### src/rtl/xmds_pkg.sv
// Package for the member displacement scanner: sizes, codes, queue entry type
// and the instruction pattern check. Depends on nothing.
package xmds_pkg;

	localparam int DISP_LIMIT  = 8192;
	localparam int WORD_BITS   = 64;
	localparam int WIN_LEN     = 9;
	localparam int NUM_WORDS   = (DISP_LIMIT + WORD_BITS - 1) / WORD_BITS;
	localparam int DISP_W      = $clog2(DISP_LIMIT);
	localparam int BIT_W       = $clog2(WORD_BITS);
	localparam int WORD_IDX_W  = $clog2(NUM_WORDS);
	localparam int FILL_W      = $clog2(WIN_LEN + 1);
	localparam int FUNC_W      = 2;
	localparam int READ_IDX_W  = 7;
	localparam int QUEUE_DEPTH = 4;
	localparam int OUT_DEPTH   = 2;

	typedef logic [7:0] cbyte_t;
	typedef cbyte_t [WIN_LEN-1:0] win_t;
	typedef logic [DISP_W-1:0] disp_t;
	typedef logic [WORD_IDX_W-1:0] widx_t;

	// Byte patterns of the instruction match
	localparam cbyte_t REX_MASK   = 8'hF0;
	localparam cbyte_t REX_VAL    = 8'h40;
	localparam cbyte_t OPC_ESC    = 8'h0F;
	localparam cbyte_t OPC_GRP1_B = 8'h80;
	localparam cbyte_t OPC_GRP1_V = 8'h81;
	localparam cbyte_t OPC_GRP1_S = 8'h83;
	localparam cbyte_t OPC_MOV_MB = 8'h88;
	localparam cbyte_t OPC_MOV_MV = 8'h89;
	localparam cbyte_t OPC_MOV_RB = 8'h8A;
	localparam cbyte_t OPC_MOV_RV = 8'h8B;
	localparam cbyte_t OPC_LEA    = 8'h8D;
	localparam cbyte_t OPC_MOV_IB = 8'hC6;
	localparam cbyte_t OPC_MOV_IV = 8'hC7;
	localparam logic [1:0] MOD_DISP32 = 2'd2;
	localparam logic [2:0] RM_SIB     = 3'd4;

	typedef enum logic [FUNC_W-1:0] {
		FUNC_CODE  = 2'd0,
		FUNC_READ  = 2'd1,
		FUNC_START = 2'd2
	} func_t;

	typedef enum logic [1:0] {
		OP_MARK  = 2'd0,
		OP_READ  = 2'd1,
		OP_CLEAR = 2'd2
	} op_t;

	typedef struct packed {
		op_t                   op;
		logic                  m0_vld;
		disp_t                 m0;
		logic                  m1_vld;
		disp_t                 m1;
		logic [READ_IDX_W-1:0] rd_idx;
	} entry_t;

	function automatic logic opcode_listed(cbyte_t op);
		logic hit;
		unique case (op)
			OPC_GRP1_B, OPC_GRP1_V, OPC_GRP1_S,
			OPC_MOV_MB, OPC_MOV_MV, OPC_MOV_RB, OPC_MOV_RV,
			OPC_LEA, OPC_MOV_IB, OPC_MOV_IV: hit = 1'b1;
			default: hit = 1'b0;
		endcase
		return hit;
	endfunction

	// Match at byte 0 of w; avail9 clear means only eight bytes are usable.
	// Returns {hit, displacement}; hit only for displacements 1..DISP_LIMIT-1.
	function automatic logic [DISP_W:0] check_pattern(win_t w, logic avail9);
		logic       rex;
		logic       ok;
		cbyte_t     op;
		cbyte_t     modrm;
		logic [3:0] mpos;
		logic [3:0] dpos;
		logic [31:0] v;
		rex  = (w[0] & REX_MASK) == REX_VAL;
		op   = rex ? w[1] : w[0];
		ok   = 1'b1;
		if (op == OPC_ESC) begin
			mpos = rex ? 4'd3 : 4'd2;
		end else if (opcode_listed(op)) begin
			mpos = rex ? 4'd2 : 4'd1;
		end else begin
			mpos = 4'd0;
			ok   = 1'b0;
		end
		modrm = w[mpos];
		ok    = ok && (modrm[7:6] == MOD_DISP32);
		dpos  = mpos + 4'd1 + {3'b000, modrm[2:0] == RM_SIB};
		ok    = ok && (avail9 || dpos <= 4'd4);
		v     = {w[dpos + 4'd3], w[dpos + 4'd2], w[dpos + 4'd1], w[dpos]};
		ok    = ok && (v[31:DISP_W] == '0) && (v[DISP_W-1:0] != '0);
		return {ok, v[DISP_W-1:0]};
	endfunction

endpackage

### src/rtl/xmds_queue.sv
// Short FIFO of decoded operations between front and back end.
// Depends on xmds_pkg.
module xmds_queue #(
	parameter int DEPTH = xmds_pkg::QUEUE_DEPTH
) (
	input  logic              clk,
	input  logic              arst_n,
	input  logic              push_valid,
	input  xmds_pkg::entry_t  push_entry,
	output logic              push_ready,
	output logic              pop_valid,
	output xmds_pkg::entry_t  pop_entry,
	input  logic              pop_ready
);

	localparam int PTR_W = (DEPTH > 1) ? $clog2(DEPTH) : 1;
	localparam int CNT_W = $clog2(DEPTH + 1);

	xmds_pkg::entry_t slot_q [DEPTH];
	logic [PTR_W-1:0] wptr_q;
	logic [PTR_W-1:0] rptr_q;
	logic [CNT_W-1:0] cnt_q;
	logic             push;
	logic             pop;

	assign push_ready = cnt_q != CNT_W'(DEPTH);
	assign pop_valid  = cnt_q != '0;
	assign pop_entry  = slot_q[rptr_q];
	assign push       = push_valid && push_ready;
	assign pop        = pop_valid && pop_ready;

	always_ff @(posedge clk or negedge arst_n) begin
		if (!arst_n) begin
			wptr_q <= '0;
			rptr_q <= '0;
			cnt_q  <= '0;
		end else begin
			if (push) begin
				wptr_q <= (wptr_q == PTR_W'(DEPTH - 1)) ? '0 : wptr_q + 1'b1;
			end
			if (pop) begin
				rptr_q <= (rptr_q == PTR_W'(DEPTH - 1)) ? '0 : rptr_q + 1'b1;
			end
			unique case ({push, pop})
				2'b10:   cnt_q <= cnt_q + 1'b1;
				2'b01:   cnt_q <= cnt_q - 1'b1;
				default: cnt_q <= cnt_q;
			endcase
		end
	end

	always_ff @(posedge clk) begin
		if (push) begin
			slot_q[wptr_q] <= push_entry;
		end
	end

`ifndef NO_ASSERTIONS
	a_no_push_when_full: assert property (@(posedge clk) disable iff (!arst_n)
		push_valid |-> push_ready)
		else $error("queue: push offered while full");
`endif

endmodule

### config.mk
export PLATFORM = sky130hd
export DESIGN_NAME = xmds_queue
export DESIGN_NICKNAME = d
export VERILOG_FILES = /design/src/rtl/xmds_pkg.sv /design/src/rtl/xmds_queue.sv
export SDC_FILE = /design/constraint.sdc
export NUM_CORES = 1
export LEC_CHECK = 0
export BUFFER_PORTS_ARGS = -buffer_cell sky130_fd_sc_hd__buf_2
export CAP_MARGIN = 20
export CORE_UTILIZATION = 43
export CTS_CLUSTER_DIAMETER = 40
export DETAILED_ROUTE_END_ITERATION = 12
export GPL_ROUTABILITY_DRIVEN = 0
export PLACE_DENSITY_LB_ADDON = 0.12
export SLEW_MARGIN = 20
export SYNTH_ARGS = -nofsm -noshare
export SYNTH_HDL_FRONTEND = slang
export SYNTH_SLANG_ARGS = --single-unit
### constraint.sdc
create_clock -name clk -period 2.3 [get_ports clk]
set_clock_uncertainty 0.1 [all_clocks]
set_input_delay 0 -clock clk [delete_from_list [all_inputs] [get_ports clk]]
set_output_delay 0 -clock clk [all_outputs]
set_load 0.01 [all_outputs]
# Word-level counts from Yosys, hierarchy flattened
# Memories as Yosys holds them, arrays and structs flattened.
# Cells that the tools add are included.
# W data, S select, Z words.
[classes]
addsub = 4
mul = 0
div_mod_pow = 0
order_cmp = 0
eq_ne = 5
shift = 0
muxes = 5
bitwise_logic = 0
reduce_logical = 4
[ops]
columns = ["op", "n"]
rows = [
  ["$eq A2 B2 Y1 const B", 3],
  ["$pmux W3 S2", 1],
  ["$add A2 B1 Y2 const B", 2],
  ["$mux W2", 2],
  ["$add A3 B1 Y3 const B", 1],
  ["$ne A3 B3 Y1 const B", 1],
  ["$reduce_bool A3 Y1", 1],
  ["$sub A3 B1 Y3 const B", 1],
  ["$eq A2 B1 Y1 const B", 1],
  ["$logic_and A1 B1 Y1", 2],
  ["$mux W1", 2],
  ["$reduce_bool A2 Y1", 1],
]
[totals]
reg_bits = 7
latch_bits = 0
ram_bits = 148
romBits = 0
inputBits = 41
memories = 1
[memory_table]
columns = ["memory", "depth", "width", "read_ports", "rd_ports_with_merged_regs", "write_ports", "line", "text"]
rows = [
  ["slot_q", 4, 37, 1, 0, 1, "xmds_queue.sv:19", "xmds_pkg::entry_t slot_q [DEPTH];"],
]

# Depth between registers and ports, before layout
[depth]
ltp_word = 4
ltp_mapped = 9
ltp_nobuf = 9

# Worst setup path after synthesis
# OpenSTA, ideal clock, no wires.
[synth_path]
kind = "reg2reg"
startpoint = "register cnt_q[0]"
endpoint = "register cnt_q[2]"
t_arrival_ps = 2013
t_required_ps = 2121
slack_ps = 108
path_stages_with_launch = 10
cell_sequence = "dfrtp_1 > or3b_4 > and2_4 > inv_1 > ha_1 > inv_1 > fa_1 > xor2_1 > nor2_1 > xor2_1"
[synth_between]
elab_chain_cells = 4
word_cells_on_any_way = 10
classes_between = "2 x add/sub; 3 x eq/ne; 1 x mux; 4 x reduce/logical"
[synth_rtl]
columns = ["item", "line", "text"]
rows = [
  ["start: declaration", "xmds_queue.sv:22", "logic [CNT_W-1:0] cnt_q;"],
  ["start signal: assignment", "xmds_queue.sv:45", "2'b10: cnt_q <= cnt_q + 1'b1;"],
  ["start signal: assignment", "xmds_queue.sv:46", "2'b01: cnt_q <= cnt_q - 1'b1;"],
  ["start signal: assignment", "xmds_queue.sv:47", "default: cnt_q <= cnt_q;"],
  ["$ne A3 B3 Y1 *", "xmds_queue.sv:26", "assign push_ready = cnt_q != CNT_W'(DEPTH);"],
  ["via push_ready", "xmds_queue.sv:10", "output logic push_ready,"],
  ["$logic_and A1 B1 Y1 *", "xmds_queue.sv:29", "assign push = push_valid && push_ready;"],
  ["$eq A2 B1 Y1 or $eq A2 B2 Y1 (tied branches)", "xmds_queue.sv:44", "unique case ({push, pop})"],
  ["$pmux W3 S2 or $reduce_bool A2 Y1 (tied branches)", "--", ""],
]
# Mark *: on every way through the listed nets, which the timed path passes. The rest lies on a longest branch.
# A chain may end at the register's enable or synchronous reset.

# Final worst setup path
[layout_path]
startpoint = "register cnt_q[1]"
endpoint = "register cnt_q[2]"
[layout_between]
elab_chain_cells = 4
word_cells_on_any_way = 10
classes_between = "2 x add/sub; 3 x eq/ne; 1 x mux; 4 x reduce/logical"
[layout_rtl]
columns = ["item", "line"]
rows = [
  ["$ne A3 B3 Y1 or $reduce_bool A3 Y1 (tied branches)", "xmds_queue.sv:26, xmds_queue.sv:27"],
  ["$logic_and A1 B1 Y1, on equally long branches", "xmds_queue.sv:29, xmds_queue.sv:30"],
  ["$eq A2 B1 Y1 or $eq A2 B2 Y1 (tied branches)", "xmds_queue.sv:44"],
  ["$pmux W3 S2 or $reduce_bool A2 Y1 (tied branches)", "--"],
]
# Several ways; a longest one is shown, not always the timed one.

==> results_dict.tcl <==
set metrics [dict create \
    h-tree-depth 4 \
    outcome "completed" \
    syn_avg_cell_area_sq_um 24.8 \
    placed_area_sq_um 6410 \
    drt_iter0_drc 108 \
    post-route-period-util_pct 96.5 \
    multi_input_area_sq_um 1090 \
    grt_pass1_vias 2937 \
    p_sw_share_pct 27.7 \
    slowest_stage "or3b_4" \
    grt_pass1_wl_um 15600 \
    hold_viol 0 \
    io_buffers 79 \
    firstDrtPassIters 5 \
    max-cap-violations 0 \
    ys_seq_area_share_pct 79.9 \
    cts_tree "done" \
    whs_ns 0.239 \
    place_ws_ns 0.0622 \
    drc_errors 0 \
    ys_ff_latch 155 \
    critPathMaxStageDelay_ns 0.40 \
    wl_per_cell_um 17.7 \
    relSlewSlack_pct 32.1 \
    vdd_drop_max_mv 0.688 \
    finalCriticalPeriod_ns 2.22 \
    die-area_sq_um 13900 \
    startpoint_type "flop" \
    p_leak_nw 2.64 \
    crit_arrival_ns 2.45 \
    gr-total-overflow 0 \
    cp_max_fo 3 \
    drv_slew 0 \
    layout-drive-gt1-share_pct 42.5 \
    end_kind "flop" \
    die_x_um 118 \
    combPwrFrac_pct 28.9 \
    clk_pin_slew_ns 0.06 \
    cts_buffer_depth 2 \
    grt_max_degree 38 \
    fillers 994 \
    yosysWarnings 0 \
    clkSinkCount 155 \
    vias_per_cell 4.93 \
    p_seq_share_pct 43.4 \
    fmax_ghz 0.450 \
    drt-total-wl_um 9940 \
    core_sq_um 12900 \
    synthTopCellsByArea "edfxtp_1, mux4_2, dfrtp_1, ha_1, and3_2" \
    finalCoreUtilization_pct 57.4 \
    crit_buf_inv 2 \
    worstPathCellList "or3b_4 > and2_4 > inv_1 > ha_2 > inv_1 > fa_1 > xor2_1 > nor2_1 > xor2_1" \
    synthCells 233 \
    globalRouteTotalUtil_pct 15.5 \
    p_total_mw 9.15 \
    ant_nets 0 \
    p_switching_mw 2.53 \
    io_pins 80 \
    synth_top_area_share_pct 76.9 \
    cts_root_buffer "clkbuf_16" \
    finalSetupViolations 0 \
    cp.required_ns 2.53 \
    start_util_pct 44.9 \
    insertion_delay_ns 0.40 \
    tightestPinTransition_ns 1.02 \
    dp_cells 484 \
    rows 41 \
    tns_ns 0 \
    internal_power_mw 6.61 \
    min_path_type "input pin to flop" \
    synth_top_cell_by_area "edfxtp_1" \
    critPathKind "flop to flop" \
    dieHeight_um 118 \
    clock_power_share_pct 27.7 \
    final-seq-area_sq_um 4620 \
    fin_ws_ns 0.0801 \
    powerDensity_nw_per_um2 1240 \
    fin_nets 423 \
    antennaDiodeCount 0 \
    post-dp-hpwl_um 5680 \
    yosysUniqueCellTypes 20 \
    stdcell_count 560 \
    numCtsBuffers 17 \
    vias 2762 \
    area_delta_synth_final_pct 27.8 \
    crit_family "simple AND/OR/NAND/NOR gates" \
    antenna_found_initial 0 \
    syn-num-nets 281 \
    stdcell_area_sq_um 7380 \
    netlist_area_sq_um 5780 \
]
## layout by cell type, fill, tap and decap left out
cell,n
and2_4,1
and3_2,4
buf_2,79
buf_4,11
bufinv_16,2
clkbuf_1,2
clkbuf_16,17
clkinv_1,6
clkinv_2,5
dfrtp_1,5
dfrtp_2,2
dlygate4sd3_1,41
edfxtp_1,148
fa_1,1
ha_1,5
ha_2,1
inv_1,7
mux2_2,2
mux2_4,2
mux2i_1,1
mux4_2,37
nand2_1,1
nor2_1,3
or3_2,1
or3b_4,1
xnor2_1,1
xor2_1,2
## power groups by stage
stage               clock network [mW]  logic, mW  registers [mW]
finish                            2.54       2.64            3.97
global route                      2.70       2.88            4.03
CTS                               2.59       2.70            3.98
detailed placement                   0       2.64            4.04
global placement                     0       2.61            4.01
floorplan                            0       1.79            3.90
## final timing paths
kind | from | depth (start not counted) | slack, ns | end
setup / recovery | cnt_q[1]$_DFFE_PN0P_ | 9 | 0.08 | cnt_q[2]$_DFFE_PN0P_
hold / removal | push_entry[21] | 2 | 0.24 | slot_q[2][21]$_DFFE_PP_
setup reg to reg | cnt_q[1]$_DFFE_PN0P_ | 9 | 0.08 | cnt_q[2]$_DFFE_PN0P_
hold reg to reg | cnt_q[2]$_DFFE_PN0P_ | 1 | 0.39 | cnt_q[2]$_DFFE_PN0P_
max in group asynchronous | arst_n | 3 | 1.40 | rptr_q[1]$_DFFE_PN0P_
min in group asynchronous | arst_n | 3 | 0.44 | cnt_q[1]$_DFFE_PN0P_
## cells by family after synthesis
logic type	share of synthesized area, %
XOR/XNOR	0.455
multiplexers	15.5
flip-flops	79.9
adder cells (fa/ha/maj)	1.65
AND/OR/NAND/NOR	1.26
buffers and inverters	1.21
## cells in the mapped netlist
cell type  number
and3_2          4
and2_4          1
edfxtp_1      148
buf_4           2
clkbuf_1        1
buf_2           5
nand2_1         1
inv_1           7
xnor2_1         1
or3_2           1
xor2_1          2
fa_1            1
dfrtp_1         7
mux2_2          2
mux2_4          2
nor2_1          3
or3b_4          1
mux2i_1         1
ha_1            6
mux4_2         37
## what timing repair did
action,in CTS,in global routing
gates resized for setup,0,1
endpoints found under the hold margin,159,0
buffers inserted,0,3
endpoints found under the setup margin,0,1
hold buffers,41,0
## registers in the layout, indices dropped and copies added, names as in the netlist
name and flops:
cnt_q 3, rptr_q 2, slot_q 148, wptr_q 2
## per-layer routing
layer	up-vias	track usage (%)	routed length, um	share of wire, %
met4	0	7.21	169	1.7
li1	1265	-	-	-
met2	78	25.0	4940	50
met1	1404	19.1	4280	43
met5	-	0	0	0
met3	15	4.80	538	5.4
## cell type report
type / instances / share of cell area (%)
Sequential cell: 155 / 62.6
Multi-Input combinational cell: 63 / 14.8
Clock buffer: 19 / 5.86
Tap cell: 172 / 2.91
Timing Repair Buffer: 131 / 12.0
Inverter: 7 / 0.356
Clock inverter: 13 / 1.46
(Power assumes the default switching activity.)
